### config.mk
export PLATFORM = sky130hd
export DESIGN_NAME = json_string_unescape_core_flat
export DESIGN_NICKNAME = d
export VERILOG_FILES = /design/src/jsu_pkg.sv /design/src/jsu_char_if.sv /design/src/jsu_result_if.sv /design/src/jsu_front.sv /design/src/jsu_queue.sv /design/src/jsu_back.sv /design/src/json_string_unescape_core.sv /design/src/flat_wrapper.sv
export VERILOG_INCLUDE_DIRS = /design/src /design/src/src
export SDC_FILE = /design/constraint.sdc
export NUM_CORES = 1
export LEC_CHECK = 0
export BUFFER_PORTS_ARGS = -buffer_cell sky130_fd_sc_hd__clkbuf_2
export CORE_ASPECT_RATIO = 0.9
export CORE_MARGIN = 3
export CORE_UTILIZATION = 62
export CTS_CLUSTER_DIAMETER = 200
export DETAILED_ROUTE_END_ITERATION = 7
export PLACE_DENSITY = 0.88
export SLEW_MARGIN = 20
export SYNTH_ARGS = -nofsm -noshare
export SYNTH_HDL_FRONTEND = slang
export SYNTH_SLANG_ARGS = --single-unit
### constraint.sdc
create_clock -name clk -period 4.7 [get_ports clk]
set_input_delay 0.705 -clock clk [delete_from_list [all_inputs] [get_ports clk]]
set_output_delay 0.705 -clock clk [all_outputs]
set_load 0.02 [all_outputs]
### src/json_string_unescape_core_macros.svh
// ----------------------------------------------------------------------------
// json_string_unescape_core_macros.svh
// Assertion helpers shared by the JSON string unescape modules.
// ----------------------------------------------------------------------------
`ifndef JSON_STRING_UNESCAPE_CORE_MACROS_SVH
`define JSON_STRING_UNESCAPE_CORE_MACROS_SVH

// Check that a condition implies a consequence in the same cycle
`define JSU_ASSERT_NOW(label, clk, rst, cond, cons, msg) \
  label: assert property (@(posedge clk) disable iff (rst) (cond) |-> (cons)) \
    else $error(msg);

// Check that a condition implies a consequence in the following cycle
`define JSU_ASSERT_NEXT(label, clk, rst, cond, cons, msg) \
  label: assert property (@(posedge clk) disable iff (rst) (cond) |=> (cons)) \
    else $error(msg);

`endif

### src/jsu_pkg.sv
// ----------------------------------------------------------------------------
// jsu_pkg
// Types and constants shared across the JSON string unescape block.
// ----------------------------------------------------------------------------
package jsu_pkg;

  // Result kinds
  localparam logic [1:0] KIND_DATA  = 2'd0;
  localparam logic [1:0] KIND_DONE  = 2'd1;
  localparam logic [1:0] KIND_ERROR = 2'd2;

  // One decoded group: up to three result beats caused by one input beat
  typedef struct packed {
    logic [1:0] kind;
    logic [1:0] cnt_m1;
    logic [7:0] b0;
    logic [7:0] b1;
    logic [7:0] b2;
  } jsu_group_t;

  // Queue occupancy flags seen by both sides
  typedef struct packed {
    logic full;
    logic empty;
  } jsu_q_status_t;

endpackage

### src/jsu_char_if.sv
// ----------------------------------------------------------------------------
// jsu_char_if
// Input channel: one character byte or an end-of-input mark per beat.
// ----------------------------------------------------------------------------
interface jsu_char_if;
  logic       valid;
  logic       ready;
  logic [7:0] in_byte;
  logic       at_end;

  modport source (output valid, output in_byte, output at_end, input ready);
  modport sink   (input valid, input in_byte, input at_end, output ready);
endinterface

### src/jsu_result_if.sv
// ----------------------------------------------------------------------------
// jsu_result_if
// Output channel: one decoded byte, completion or error per beat.
// ----------------------------------------------------------------------------
interface jsu_result_if;
  logic       valid;
  logic       ready;
  logic [7:0] out_byte;
  logic [1:0] kind;
  logic       last;

  modport source (output valid, output out_byte, output kind, output last, input ready);
  modport sink   (input valid, input out_byte, input kind, input last, output ready);
endinterface

### src/jsu_front.sv
// ----------------------------------------------------------------------------
// jsu_front
// Accepts input beats, tracks string/escape state and turns each beat into
// a group of zero to three result beats pushed into the queue.
// ----------------------------------------------------------------------------
`include "json_string_unescape_core_macros.svh"

module jsu_front (
  input  logic                   clk,
  input  logic                   rst,
  jsu_char_if.sink               chars,
  input  jsu_pkg::jsu_q_status_t q_status,
  output logic                   push,
  output jsu_pkg::jsu_group_t    group
);

  localparam logic [1:0] MODE_IDLE = 2'd0;
  localparam logic [1:0] MODE_TEXT = 2'd1;
  localparam logic [1:0] MODE_ESC  = 2'd2;
  localparam logic [1:0] MODE_HEX  = 2'd3;

  localparam logic [7:0] CH_QUOTE = 8'h22;
  localparam logic [7:0] CH_BSL   = 8'h5c;
  localparam logic [7:0] CH_SLASH = 8'h2f;
  localparam logic [7:0] CH_B     = 8'h62;
  localparam logic [7:0] CH_F     = 8'h66;
  localparam logic [7:0] CH_N     = 8'h6e;
  localparam logic [7:0] CH_R     = 8'h72;
  localparam logic [7:0] CH_T     = 8'h74;
  localparam logic [7:0] CH_U     = 8'h75;

  logic [1:0]  mode;
  logic [1:0]  mode_next;
  logic [1:0]  hex_seen;
  logic [1:0]  hex_seen_next;
  logic [11:0] code_point;
  logic [11:0] code_point_next;

  logic        accept;
  logic [7:0]  c;
  logic [4:0]  hex_val;
  logic [15:0] cp_full;

  assign chars.ready = !q_status.full;
  assign accept      = chars.valid && chars.ready;
  assign c           = chars.in_byte;
  assign cp_full     = {code_point, hex_val[3:0]};

  // Convert a hex digit to its value; bit 4 flags a non-hex byte
  always_comb begin
    hex_val = 5'h10;
    if (c inside {[8'h30:8'h39]}) begin
      hex_val = 5'(c - 8'h30);
    end else if (c inside {[8'h41:8'h46]}) begin
      hex_val = 5'(c - 8'h37);
    end else if (c inside {[8'h61:8'h66]}) begin
      hex_val = 5'(c - 8'h57);
    end
  end

  // Classify the beat and build its result group
  always_comb begin
    mode_next       = mode;
    hex_seen_next   = hex_seen;
    code_point_next = code_point;
    push            = 1'b0;
    group.kind      = jsu_pkg::KIND_DATA;
    group.cnt_m1    = 2'd0;
    group.b0        = c;
    group.b1        = 8'h00;
    group.b2        = 8'h00;

    if (chars.at_end) begin
      push            = 1'b1;
      group.kind      = jsu_pkg::KIND_ERROR;
      group.b0        = 8'h00;
      mode_next       = MODE_IDLE;
      hex_seen_next   = 2'd0;
      code_point_next = 12'h000;
    end else begin
      case (mode)
        MODE_IDLE: begin
          if (c == CH_QUOTE) begin
            mode_next = MODE_TEXT;
          end else begin
            push            = 1'b1;
            group.kind      = jsu_pkg::KIND_ERROR;
            group.b0        = 8'h00;
            hex_seen_next   = 2'd0;
            code_point_next = 12'h000;
          end
        end
        MODE_TEXT: begin
          if (c == CH_QUOTE) begin
            push       = 1'b1;
            group.kind = jsu_pkg::KIND_DONE;
            group.b0   = 8'h00;
            mode_next  = MODE_IDLE;
          end else if (c == CH_BSL) begin
            mode_next = MODE_ESC;
          end else begin
            push = 1'b1;
          end
        end
        MODE_ESC: begin
          push      = 1'b1;
          mode_next = MODE_TEXT;
          case (c)
            CH_QUOTE: group.b0 = 8'h22;
            CH_BSL:   group.b0 = 8'h5c;
            CH_SLASH: group.b0 = 8'h2f;
            CH_B:     group.b0 = 8'h08;
            CH_F:     group.b0 = 8'h0c;
            CH_N:     group.b0 = 8'h0a;
            CH_R:     group.b0 = 8'h0d;
            CH_T:     group.b0 = 8'h09;
            CH_U: begin
              push            = 1'b0;
              mode_next       = MODE_HEX;
              hex_seen_next   = 2'd0;
              code_point_next = 12'h000;
            end
            default: begin
              group.kind      = jsu_pkg::KIND_ERROR;
              group.b0        = 8'h00;
              mode_next       = MODE_IDLE;
              hex_seen_next   = 2'd0;
              code_point_next = 12'h000;
            end
          endcase
        end
        default: begin
          if (hex_val[4]) begin
            push            = 1'b1;
            group.kind      = jsu_pkg::KIND_ERROR;
            group.b0        = 8'h00;
            mode_next       = MODE_IDLE;
            hex_seen_next   = 2'd0;
            code_point_next = 12'h000;
          end else if (hex_seen != 2'd3) begin
            hex_seen_next   = hex_seen + 2'd1;
            code_point_next = {code_point[7:0], hex_val[3:0]};
          end else begin
            // Fourth digit: encode the code point as UTF-8
            push            = 1'b1;
            mode_next       = MODE_TEXT;
            hex_seen_next   = 2'd0;
            code_point_next = 12'h000;
            if (cp_full <= 16'h007f) begin
              group.b0 = cp_full[7:0];
            end else if (cp_full <= 16'h07ff) begin
              group.cnt_m1 = 2'd1;
              group.b0     = 8'hc0 | {3'b000, cp_full[10:6]};
              group.b1     = 8'h80 | {2'b00, cp_full[5:0]};
            end else begin
              group.cnt_m1 = 2'd2;
              group.b0     = 8'he0 | {4'h0, cp_full[15:12]};
              group.b1     = 8'h80 | {2'b00, cp_full[11:6]};
              group.b2     = 8'h80 | {2'b00, cp_full[5:0]};
            end
          end
        end
      endcase
    end
  end

  // Advance state on each accepted beat
  always_ff @(posedge clk) begin
    if (rst) begin
      mode       <= MODE_IDLE;
      hex_seen   <= 2'd0;
      code_point <= 12'h000;
    end else if (accept) begin
      mode       <= mode_next;
      hex_seen   <= hex_seen_next;
      code_point <= code_point_next;
    end
  end

  // Hex digit count only moves while collecting a \u escape
  `JSU_ASSERT_NOW(a_hex_seen_mode, clk, rst, hex_seen != 2'd0, mode == MODE_HEX, "hex count outside hex mode")

  // A drop to idle on an accepted beat always reported a result
  `JSU_ASSERT_NEXT(a_idle_pushed, clk, rst, accept && mode != MODE_IDLE && mode_next == MODE_IDLE, $past(push), "return to idle without result")

endmodule

### src/jsu_queue.sv
// ----------------------------------------------------------------------------
// jsu_queue
// Short register queue of result groups between front and back.
// ----------------------------------------------------------------------------
`include "json_string_unescape_core_macros.svh"

module jsu_queue #(
  parameter int DEPTH = 4
) (
  input  logic                    clk,
  input  logic                    rst,
  input  logic                    push,
  input  jsu_pkg::jsu_group_t     push_group,
  input  logic                    pop,
  output jsu_pkg::jsu_group_t     head,
  output jsu_pkg::jsu_q_status_t  status
);

  localparam int PW = (DEPTH > 1) ? $clog2(DEPTH) : 1;
  localparam int CW = $clog2(DEPTH + 1);
  localparam logic [PW-1:0] PTR_LAST = PW'(DEPTH - 1);
  localparam logic [CW-1:0] CNT_FULL = CW'(DEPTH);

  jsu_pkg::jsu_group_t slots [DEPTH];
  logic [PW-1:0] wr_ptr;
  logic [PW-1:0] rd_ptr;
  logic [CW-1:0] count;
  logic          do_push;
  logic          do_pop;

  assign status.full  = (count == CNT_FULL);
  assign status.empty = (count == '0);
  assign do_push      = push && !status.full;
  assign do_pop       = pop && !status.empty;
  assign head         = slots[rd_ptr];

  // Store pushed groups
  always_ff @(posedge clk) begin
    if (do_push) begin
      slots[wr_ptr] <= push_group;
    end
  end

  // Advance pointers and track occupancy
  always_ff @(posedge clk) begin
    if (rst) begin
      wr_ptr <= '0;
      rd_ptr <= '0;
      count  <= '0;
    end else begin
      if (do_push) begin
        wr_ptr <= (wr_ptr == PTR_LAST) ? '0 : wr_ptr + PW'(1);
      end
      if (do_pop) begin
        rd_ptr <= (rd_ptr == PTR_LAST) ? '0 : rd_ptr + PW'(1);
      end
      if (do_push && !do_pop) begin
        count <= count + CW'(1);
      end else if (do_pop && !do_push) begin
        count <= count - CW'(1);
      end
    end
  end

  `JSU_ASSERT_NOW(a_count_bound, clk, rst, 1'b1, count <= CNT_FULL, "queue count overflow")

  `JSU_ASSERT_NOW(a_no_pop_empty, clk, rst, pop, !status.empty, "pop from empty queue")

endmodule

### src/jsu_back.sv
// ----------------------------------------------------------------------------
// jsu_back
// Drains result groups one beat at a time into a registered output stage.
// ----------------------------------------------------------------------------
`include "json_string_unescape_core_macros.svh"

module jsu_back (
  input  logic                   clk,
  input  logic                   rst,
  input  jsu_pkg::jsu_group_t    head,
  input  jsu_pkg::jsu_q_status_t q_status,
  output logic                   pop,
  jsu_result_if.source           results
);

  logic [1:0] idx;
  logic       load;
  logic       at_last;
  logic [7:0] sel_byte;

  assign load    = !q_status.empty && (!results.valid || results.ready);
  assign at_last = (idx == head.cnt_m1);
  assign pop     = load && at_last;

  // Pick the current beat of the head group
  always_comb begin
    case (idx)
      2'd0:    sel_byte = head.b0;
      2'd1:    sel_byte = head.b1;
      default: sel_byte = head.b2;
    endcase
  end

  // Step through the group
  always_ff @(posedge clk) begin
    if (rst) begin
      idx <= 2'd0;
    end else if (load) begin
      idx <= at_last ? 2'd0 : idx + 2'd1;
    end
  end

  // Hold the output beat until taken
  always_ff @(posedge clk) begin
    if (rst) begin
      results.valid <= 1'b0;
    end else if (load) begin
      results.valid <= 1'b1;
    end else if (results.ready) begin
      results.valid <= 1'b0;
    end
  end

  always_ff @(posedge clk) begin
    if (load) begin
      results.out_byte <= sel_byte;
      results.kind     <= head.kind;
      results.last     <= at_last;
    end
  end

  `JSU_ASSERT_NOW(a_status_last, clk, rst, results.valid && results.kind != jsu_pkg::KIND_DATA, results.last, "status beat not marked last")

  `JSU_ASSERT_NOW(a_idx_bound, clk, rst, !q_status.empty, idx <= head.cnt_m1, "beat index past group end")

endmodule

### src/json_string_unescape_core.sv
// ----------------------------------------------------------------------------
// json_string_unescape_core
// Decodes a quoted JSON string, byte by byte, into raw and UTF-8 bytes.
// ----------------------------------------------------------------------------
//  channel  | dir | fields                  | meaning
//  chars    | in  | in_byte, at_end         | one character or end mark a beat
//  results  | out | out_byte, kind, last    | data byte, done or error a beat
//
//  One input beat per cycle while the queue has room; results pass through the queue and the output register.
//  A \u escape gives up to three output beats; the back end sends one a cycle while results are taken.
//  The group queue (DEPTH entries) absorbs that burst; chars stalls only when full.
//  rst is synchronous: decoder returns to waiting for an opening quote.
// ----------------------------------------------------------------------------
module json_string_unescape_core #(
  parameter int DEPTH = 4
) (
  input  logic          clk,
  input  logic          rst,
  jsu_char_if.sink      chars,
  jsu_result_if.source  results
);

  jsu_pkg::jsu_group_t    push_group;
  jsu_pkg::jsu_group_t    head;
  jsu_pkg::jsu_q_status_t q_status;
  logic                   push;
  logic                   push_acc;
  logic                   pop;

  // Only queue groups for beats that were really taken
  assign push_acc = push && chars.valid && chars.ready;

  jsu_front u_front (
    .clk      (clk),
    .rst      (rst),
    .chars    (chars),
    .q_status (q_status),
    .push     (push),
    .group    (push_group)
  );

  jsu_queue #(
    .DEPTH (DEPTH)
  ) u_queue (
    .clk        (clk),
    .rst        (rst),
    .push       (push_acc),
    .push_group (push_group),
    .pop        (pop),
    .head       (head),
    .status     (q_status)
  );

  jsu_back u_back (
    .clk      (clk),
    .rst      (rst),
    .head     (head),
    .q_status (q_status),
    .pop      (pop),
    .results  (results)
  );

endmodule

### src/flat_wrapper.sv
// flat-port wrapper written by rule: the top's interface ports become plain ports
module json_string_unescape_core_flat 
#(
  parameter int DEPTH = 4
)
  (clk, rst, chars_valid, chars_in_byte, chars_at_end, chars_ready, results_valid, results_out_byte, results_kind, results_last, results_ready);
  jsu_char_if chars_i ();
  jsu_result_if results_i ();
  input  logic clk;
  input  logic rst;
  input wire logic [$bits(chars_i.valid)-1:0] chars_valid;
  input wire logic [$bits(chars_i.in_byte)-1:0] chars_in_byte;
  input wire logic [$bits(chars_i.at_end)-1:0] chars_at_end;
  output wire logic [$bits(chars_i.ready)-1:0] chars_ready;
  output wire logic [$bits(results_i.valid)-1:0] results_valid;
  output wire logic [$bits(results_i.out_byte)-1:0] results_out_byte;
  output wire logic [$bits(results_i.kind)-1:0] results_kind;
  output wire logic [$bits(results_i.last)-1:0] results_last;
  input wire logic [$bits(results_i.ready)-1:0] results_ready;
  assign chars_i.valid = chars_valid;
  assign chars_i.in_byte = chars_in_byte;
  assign chars_i.at_end = chars_at_end;
  assign chars_ready = chars_i.ready;
  assign results_valid = results_i.valid;
  assign results_out_byte = results_i.out_byte;
  assign results_kind = results_i.kind;
  assign results_last = results_i.last;
  assign results_i.ready = results_ready;
  json_string_unescape_core #(.DEPTH(DEPTH)) u_core (.clk(clk), .rst(rst), .chars(chars_i), .results(results_i));
endmodule
# After elaboration in Yosys (flattened, before gate mapping)
# Memory sizes are Yosys's and may differ from the RTL's. A register that Yosys moved wholly into a read port is not among the register bits.
# Index checks and enable logic that the tools add are counted.
# word_totals
reg_bits	37
output_inout_bits	13
mem_bits_ro	0
input_bits	13
ram_bits	112
latch_bits	0
n_memories	1
elab_cells	147
# classes
reduce_logical	28
magnitude_cmp	8
mux	67
bitwise_logic	0
shift	0
n_eq_ne	23
n_mul	0
div_mod_pow	0
addsub	9
# memory_table
memory	depth	word_bits	rd	rd_ports_with_merged_regs	wr	line	source
u_core.u_queue.slots	4	28	1	1	1	jsu_queue.sv:24	jsu_pkg::jsu_group_t slots [DEPTH];
# op_table
operator	count
$pmux 8 s9	1
$mux 16	4
$mux 12	5
$eq 8x7->1 const B	7
$mux 2	24
$mux 8	6
$pmux 12 s3	1
$mux 26	1
$pmux 8 s3	1
$mux 18	1
$pmux 2 s3	3
$eq 8x6->1 const B	2
$ge 8x7->1 const B	2
$le 16x11->1 const B	1
$le 16x7->1 const B	1
$le 8x7->1 const B	2
$pmux 8 s2	1
$mux 5	3
$sub 5x5->5 const B	3
$logic_and 1x1->1	12
$mux 1	12
$ne 3x3->1 const B	3
$reduce_or 9->1	1
$add 2x1->2 const B	4
other kinds (22)	34

# Longest topological paths before layout
# Gate-level depths: netlist of the first run.
# logic_depth
word_depth	15
ltp_mapped	13
depth_no_buf	12

# Cells and area by module
# A second synthesis of the first run with hierarchy kept.
# unflattened
cells_unflattened	545
hier_area_um2	7315.8
# modules_own_cells
module	cells_per_inst	area_each_um2	seq_area_each_um2	instances
jsu_queue	196	4541.9	3543.4	1
jsu_front	287	2103.3	320.3	1
jsu_back	61	664.4	390.4	1
json_string_unescape_core	1	6.3	0.0	1

# Worst setup path after synthesis of the first run
# OpenSTA, ideal clock, no wires.
# synth_timing
path_kind	in2reg
start	input chars_in_byte[0]
end	register u_core.u_queue.count[2]
slack_ns	1.120
path_buffers	1
setup_time_ns	0.071
stages	13
t_arrival_ns	3.509
required_ns	4.629
cell_sequence	buf_6 > inv_1 > ha_1 > or3b_4 > a41o_4 > a21o_1 > a21oi_4 > ha_1 > inv_1 > fa_1 > xor2_1 > or3_1 > a21oi_1
# synth_between
elab_chain_cells	14
elab_cells_between_ends	33
classes_between	3 x add/sub; 6 x order compare; 3 x eq/ne; 11 x mux; 10 x reduce/logical
# synth_lines
item	line	source
start, declared	flat_wrapper.sv:12	input wire logic [$bits(chars_i.in_byte)-1:0] chars_in_byte;
$ge 8x7->1 / $le 8x7->1 (equally long branches)	jsu_front.sv:56	end else if (c inside {[8'h61:8'h66]}) begin
$logic_and 1x1->1	jsu_front.sv:56	
$mux 5	jsu_front.sv:56	
$mux 5	jsu_front.sv:54	end else if (c inside {[8'h41:8'h46]}) begin
$mux 5	jsu_front.sv:52	if (c inside {[8'h30:8'h39]}) begin
$mux 1	jsu_front.sv:133	if (hex_val[4]) begin
$pmux 1 s3 *	jsu_front.sv:81	case (mode)
$mux 1 *	jsu_front.sv:73	if (chars.at_end) begin
$logic_and 1x1->1 * (2 in a row)	json_string_unescape_core.sv:31	assign push_acc = push && chars.valid && chars.ready;
$logic_and 1x1->1 *	jsu_queue.sv:33	assign do_push = push && !status.full;
named net u_core.u_queue.do_push	jsu_queue.sv:28	logic do_push;
$logic_not 1->1	jsu_queue.sv:59	end else if (do_pop && !do_push) begin
$logic_and 1x1->1	jsu_queue.sv:59	
$reduce_bool 2->1 (no source line)	--	
end signal, assigned	jsu_queue.sv:58	count <= count + CW'(1);
end signal, assigned	jsu_queue.sv:60	count <= count - CW'(1);
end, declared	jsu_queue.sv:27	logic [CW-1:0] count;
# Mark *: on every way through the listed nets, which the timed path passes. The rest lies on a longest branch.
# A chain may end at the register's enable or synchronous reset.

# Worst setup path in the final report of the first run
# Same ends and word-level chain as after synthesis.

==> results of run 1 <==
==> layer usage <==
layer,part of all wire,track usage,vias up
met2,0.47,0.404,230
li1,-,-,2011
met1,0.41,0.362,2187
met5,0,0,-
met3,0.085,0.0689,42
met4,0.035,0.118,0
==> stage by stage <==
step	utilization	instances
after CTS	0.722	668
after detailed placement	0.665	636
after global routing	0.722	668
after floorplan	-	508
after global placement	0.665	636
final	0.722	668
==> state kept, by name (all words and copies together) (netlist names), named ones only <==
name / cells
u_core.u_front.mode: 2
u_core.u_queue.rd_ptr: 2
u_core.u_front.code_point: 12
u_core.u_back.results.kind: 2
u_core.u_back.results.last: 1
u_core.u_queue.count: 3
u_core.u_queue.slots: 100
u_core.u_back.idx: 2
u_core.u_back.results.valid: 1
u_core.u_queue.wr_ptr: 2
u_core.u_back.results.out_byte: 8
u_core.u_front.hex_seen: 2
==> layout make-up <==
cell class,count,area share
Clock inverter,14,0.0223
Inverter,18,0.00894
Timing Repair Buffer,31,0.0225
Sequential cell,139,0.515
Clock buffer,18,0.0568
Multi-Input combinational cell,319,0.353
Tap cell,129,0.0214
==> worst reg2reg max path, stage by stage, from the launching register on <==
cell	delay [ns]
sky130_fd_sc_hd__dfxtp_1	0.69
sky130_fd_sc_hd__inv_2	0.23
sky130_fd_sc_hd__or4_4	0.58
sky130_fd_sc_hd__a311oi_2	0.39
sky130_fd_sc_hd__a21oi_4	0.16
sky130_fd_sc_hd__ha_1	0.26
sky130_fd_sc_hd__inv_1	0.09
sky130_fd_sc_hd__fa_1	0.20
sky130_fd_sc_hd__xor2_1	0.08
sky130_fd_sc_hd__or3_1	0.31
sky130_fd_sc_hd__a21oi_1	0.14
==> logic make-up (layout without fill, tap and decap cells) <==
family | after synthesis | count (layout) | share of synthesized area
multiplexers | 46 | 46 | 0.114
AND/OR/NAND/NOR | 153 | 153 | 0.132
buffers and inverters | 50 | 81 | 0.0373
flip-flops | 139 | 139 | 0.571
AO/OA/AOI/OAI | 102 | 102 | 0.114
adder cells (fa/ha/maj) | 14 | 14 | 0.0268
XOR/XNOR | 4 | 4 | 0.00514
==> layout by cell type (no fill, tap or decap), drive strengths merged, types with 15 or more instances in the layout <==
cell,instances
edfxtp,111
mux2i,18
nand2b,15
clkbuf,43
dfxtp,28
mux4,25
nand2,37
a21oi,28
o21ai,17
inv,22
nor3,15
nor2,28
==> report_power, final <==
part / switching (uW) / leakage, uW / total (uW) / internal [uW]
Combinational: 552 / 0.00107 / 952 / 400
Sequential: 70.8 / 0.00127 / 1610 / 1540
Clock: 514 / 0.000295 / 1350 / 838
Total: 1140 / 0.00264 / 3910 / 2780
==> worst paths after layout <==
kind	end	slack, ns	cells after the start
worst max-delay path	u_core.u_queue.count[2]	1.12	13
worst min-delay path	u_core.u_back.results.valid	0.48	2
worst max register to register	u_core.u_queue.count[2]	1.50	10
worst min register to register	u_core.u_back.results.valid	0.48	2
==> impl_metrics.yaml, run 1 <==
setup_path:
  crit_required_ns: 5.03
  crit_path_cell_trace: "clkbuf_2 -> inv_1 -> ha_1 -> or3b_4 -> a41o_4 -> a21o_1 -> a21oi_4 -> ha_1 -> inv_1 -> fa_1 -> xor2_1 -> or3_1 -> a21oi_1"
  critical_path.n_buffers_inverters: 3
  critPathSlowestCell: "sky130_fd_sc_hd__fa_1"
  critPathLaunch: "chars_in_byte[0]"
  r2r_start: "u_core.u_front.mode[1]"
  cp-start-kind: "input pin"
  critical-path-top-delay-family: "adder cells"
  slowest_delay_ns: 0.44
  timing.critical_path.arrival_ns: 3.92
  timing.critical_path.to_type: "flip-flop"
  path_class: "input pin to flip-flop"
  critical_path.max_fanout: 10
detailed_routing:
  number_of_optimization_iterations_in_the_first_detailed_route_pass: 6
  first_iter_violations: 645
  detail_route.wirelength_microns: 15300
  detail-route-antenna-nets: 0
  post_drt_via_cell_ratio: 6.69
  drc: 0
  num_vias: 4470
  route.detailed.wl_per_inst_microns: 22.8
cells_and_area:
  final-seq-area_sq_mm: 0.00389
  antenna_cells_inserted: 0
  syn2layout_area_growth_pct: 10.9
  nFillCells: 657
  fin_area_sq_mm: 0.00756
  nNetsFinal: 553
  share_of_post_route_cells_with_drive_strength_above_1: 0.221
  multi_input_comb_area_sq_mm: 0.00267
synth:
  synth_ff_type: "sky130_fd_sc_hd__edfxtp_1"
  synth.most_common_cell: "sky130_fd_sc_hd__edfxtp_1"
  synth.avg_cell_area_sq_um: 13.4
  syn_inst: 508
  count_of_state_elements_after_synthesis: 139
  synth_edf_count: 111
  async_set_or_reset_flop_fraction_in_the_synthesized_netlist: 0
  mappedNetlistNets: 535
  yosysUniqueCellTypes: 82
  seq_area_frac_synth: 0.571
  yosys-top-cells-area: "sky130_fd_sc_hd__edfxtp_1 (49%), sky130_fd_sc_hd__mux4_2 (8.3%), sky130_fd_sc_hd__dfxtp_1 (8.2%)"
  synth_top_cell_area_share: 0.489
  total_number_of_yosys_warnings: 0
  synth.cell_area_sq_mm: 0.00682
  synth_common_cells: "sky130_fd_sc_hd__edfxtp_1 (111), sky130_fd_sc_hd__nand2_1 (33), sky130_fd_sc_hd__dfxtp_1 (28), sky130_fd_sc_hd__nor2_1 (28), sky130_fd_sc_hd__a21oi_1 (27)"
  synth_largest_area_cell: "sky130_fd_sc_hd__edfxtp_1"
pwr:
  pwr_density_cell_mw_per_mm2: 518
  p_total_uw: 3910
  vdd_ir_drop_max_uv: 285
  p_leak_uw: 0.00264
timing:
  report.final.hold_viol_count: 0
  worst_slew_margin_rel: 0.405
  max_frequency_mhz: 279
  final_max_slew_viol_count: 0
  final_sum_of_negative_setup_slack_ns: 0
  timing.clock.skew_ns: 0.00647
  setup_violations: 0
  unrepaired_setup_endpoints_after_global_routing: "false"
  final_cycle_utilization_of_the_critical_path: 0.762
  worst_pin_slew_ns: 0.886
  finalCriticalPeriod_ns: 3.58
  finalHoldWorstSlack_ns: 0.477
  final.setup.worst_slack_ns: 1.12
cts:
  cts.path.max_buffers: 2
  cts_post_setup_buffers_inserted: 0
  clock_tree.root_cell: "sky130_fd_sc_hd__clkbuf_16"
  cts_hold_repair.buffers: 0
  ctsHtreeMaxLevel: 4
  path_clk_slew_ns: 0.06
  cts_made_buffers: 17
  clk-insertion-delay-late_ns: 0.41
  cts_tree: "yes"
  post_cts_repair_resize_count: 0
  numClockSinks: 139
global_routing:
  grt_max_degree: 31
  antenna_violations_before_repair: 0
  first_pass_grt_wire_length_microns: 24300
  globalRoute.totalOverflow: 0
  first_global_vias: 4425
  grt_util_all_layers: 0.266
die:
  die_x_microns: 117
  dieHeight_microns: 105
  num_io_pins: 26
  initial_core_util: 0.651
  die-area_sq_mm: 0.0123
  std_cell_rows: 35
  placeableCoreArea_sq_mm: 0.0105
placed_design:
  placedInstanceArea_sq_mm: 0.00696
  place_congestion: 0.943
  dp_hpwl_microns: 9860
  detailedPlace.worstSlack_ns: 0.723
  numPortBuffers: 25
worst_hold_path:
  hold_path_class: "flip-flop to flip-flop"
  hold_start: "u_core.u_back.results.valid"
outcome:
  status: "finished clean"
run:
  timing.max_cap.violations: 0
Power figures use the tool's default switching activity.
==> inputs of run 2 (changes only) <==
Clock period 4.7 ns to 3.3 ns, I/O delays scaled along.
==> run 2 against run 1 <==
Against the previous run: worst setup slack got worse by 0.78 ns; wire length grew 1.6%; first-iteration DRC count shrank 2.3%; power rose by 40%; non-clock buffer count up 29; utilization is 1.8 points higher; clock power increased by 31%; count of clock-buffer cells in the layout unchanged; clock skew rose by 0.0056 ns; sequential power grew 42%; design area grew 2.5%; register-to-register slack got worse by 1.2 ns; critical path type is now flip-flop to flip-flop; critical endpoint unchanged; largest cell class unchanged; largest power group unchanged.
==> impl_metrics.yaml, run 2 (same netlist as run 1, synthesis figures left out) <==
outcome:
  status: "finished clean"
die:
  placeableCoreArea_sq_mm: 0.0105
  std_cell_rows: 35
  dieHeight_microns: 105
  initial_core_util: 0.651
  die-area_sq_mm: 0.0123
  die_x_microns: 117
  num_io_pins: 26
timing:
  timing.clock.skew_ns: 0.0121
  finalCriticalPeriod_ns: 2.96
  final_max_slew_viol_count: 0
  worst_slew_margin_rel: 0.485
  setup_violations: 0
  max_frequency_mhz: 338
  unrepaired_setup_endpoints_after_global_routing: "false"
  final_cycle_utilization_of_the_critical_path: 0.898
  report.final.hold_viol_count: 0
  final_sum_of_negative_setup_slack_ns: 0
  finalHoldWorstSlack_ns: 0.370
  worst_pin_slew_ns: 0.765
global_routing:
  first_global_vias: 4612
  grt.busiest_layer: "met2"
  first_pass_grt_wire_length_microns: 25000
  grt_max_degree: 31
  grtUsageMet3: 0.0597
  use_met2: 0.432
  grt_util_all_layers: 0.271
  globalRoute.totalOverflow: 0
  use_met1: 0.369
  antenna_violations_before_repair: 0
detailed_routing:
  first_iter_violations: 630
  num_vias: 4553
  number_of_optimization_iterations_in_the_first_detailed_route_pass: 6
  route.detailed.wl_per_inst_microns: 22.3
  detail_route.wirelength_microns: 15500
  drc: 0
  detail-route-antenna-nets: 0
  post_drt_via_cell_ratio: 6.54
cts:
  numClockSinks: 139
  ctsHtreeMaxLevel: 4
  cts_hold_repair.buffers: 0
  clk-insertion-delay-late_ns: 0.42
  cts.path.max_buffers: 2
  cts_post_setup_buffers_inserted: 0
  cts_tree: "yes"
  cts_made_buffers: 17
  clock_tree.root_cell: "sky130_fd_sc_hd__clkbuf_16"
  post_cts_repair_resize_count: 0
  path_clk_slew_ns: 0.06
cells_and_area:
  nNetsFinal: 582
  final_common_cell: "sky130_fd_sc_hd__edfxtp_1"
  final-seq-area_sq_mm: 0.00389
  multi_input_comb_area_sq_mm: 0.00269
  antenna_cells_inserted: 0
  share_of_post_route_cells_with_drive_strength_above_1: 0.268
  nFillCells: 633
  final_cell_mix: "sky130_fd_sc_hd__edfxtp_1 (111), sky130_fd_sc_hd__buf_4 (35), sky130_fd_sc_hd__nand2_1 (33), sky130_fd_sc_hd__nor2_1 (28), sky130_fd_sc_hd__dfxtp_1 (28)"
  largest_register_ffs: 100
  syn2layout_area_growth_pct: 13.6
  largest_register: "u_core.u_queue.slots"
  finalNonFillerCells: 696
  top_regs: "u_core.u_queue.slots: 100 flops, u_core.u_front.code_point: 12 flops, u_core.u_back.results.out_byte: 8 flops"
setup_path:
  critical_path.max_fanout: 4
  path_class: "flip-flop to flip-flop"
  cp-start-kind: "flip-flop"
  crit_required_ns: 3.64
  timing.critical_path.arrival_ns: 3.31
  timing.critical_path.to_type: "flip-flop"
pwr:
  vdd_ir_drop_max_uv: 508
  pwr_density_cell_mw_per_mm2: 707
  p_leak_uw: 0.00273
placed_design:
  placed_instance_count: 665
  numPortBuffers: 25
  dp_hpwl_microns: 10100
  place_congestion: 0.971
worst_hold_path:
  hold_path_class: "input pin to flip-flop"
run:
  timing.max_cap.violations: 0
run 2: cell types whose count changed in the layout (fill, tap and decap cells not counted), sizes merged:
cell      before  now
buf            6   35
clkinv         7    4
inv           22   21
bufinv         3    1
clkinvlp       0    5
run 2: per-stage QoR:
| step | area [sq um] | setup slack, ns | total power (uW) | utilization |
|---|---|---|---|---|
| floorplan | 6830 | 0.0144 | 3330 | - |
| CTS | 7750 | 0.327 | 5500 | 0.740 |
| global route | 7750 | 0.185 | 5710 | 0.740 |
| finish | 7750 | 0.337 | 5480 | 0.740 |
| global placement | 7200 | 0.0914 | 3640 | 0.688 |
| detailed placement | 7200 | 0.00374 | 3710 | 0.688 |
run 2: worst paths after layout:
path | from | to | slack (ns) | cells after the start
hold reg to reg | u_core.u_back.idx[1] | u_core.u_back.idx[1] | 0.48 | 2
hold / removal | results_ready | u_core.u_back.results.valid | 0.37 | 4
setup reg to reg | flip-flop | u_core.u_queue.count[2] | 0.34 | 10
setup / recovery | flip-flop | u_core.u_queue.count[2] | 0.34 | 10
run 2: critical path, stage by stage, from the launching register on:
cell and delay (ns):
sky130_fd_sc_hd__dfxtp_1 0.42, sky130_fd_sc_hd__mux4_2 0.58, sky130_fd_sc_hd__xnor2_1 0.24, sky130_fd_sc_hd__nor2_1 0.12, sky130_fd_sc_hd__nand2_1 0.20, sky130_fd_sc_hd__ha_2 0.22, sky130_fd_sc_hd__inv_1 0.06, sky130_fd_sc_hd__fa_1 0.43
sky130_fd_sc_hd__xor2_1 0.18, sky130_fd_sc_hd__or3_1 0.31, sky130_fd_sc_hd__a21oi_1 0.14
run 2: layer usage:
layer / vias up / share of wire
met5: - / 0
met1: 2247 / 0.41
met3: 31 / 0.076
met4: 0 / 0.017
li1: 2065 / -
met2: 210 / 0.50
run 2: power breakdown:
part / switching, uW / internal (uW) / total (uW)
registers: 103 / 2190 / 2290
logic: 803 / 608 / 1410
clock network: 737 / 1030 / 1770
run 2: final cells by class:
type,instances,share of cell area
clock buffers,18,0.0554
clock inverters,13,0.0155
inverters,18,0.00872
multi-input cells,319,0.347
flip-flops and latches,139,0.503
well taps,129,0.0208
repair buffers,60,0.0501
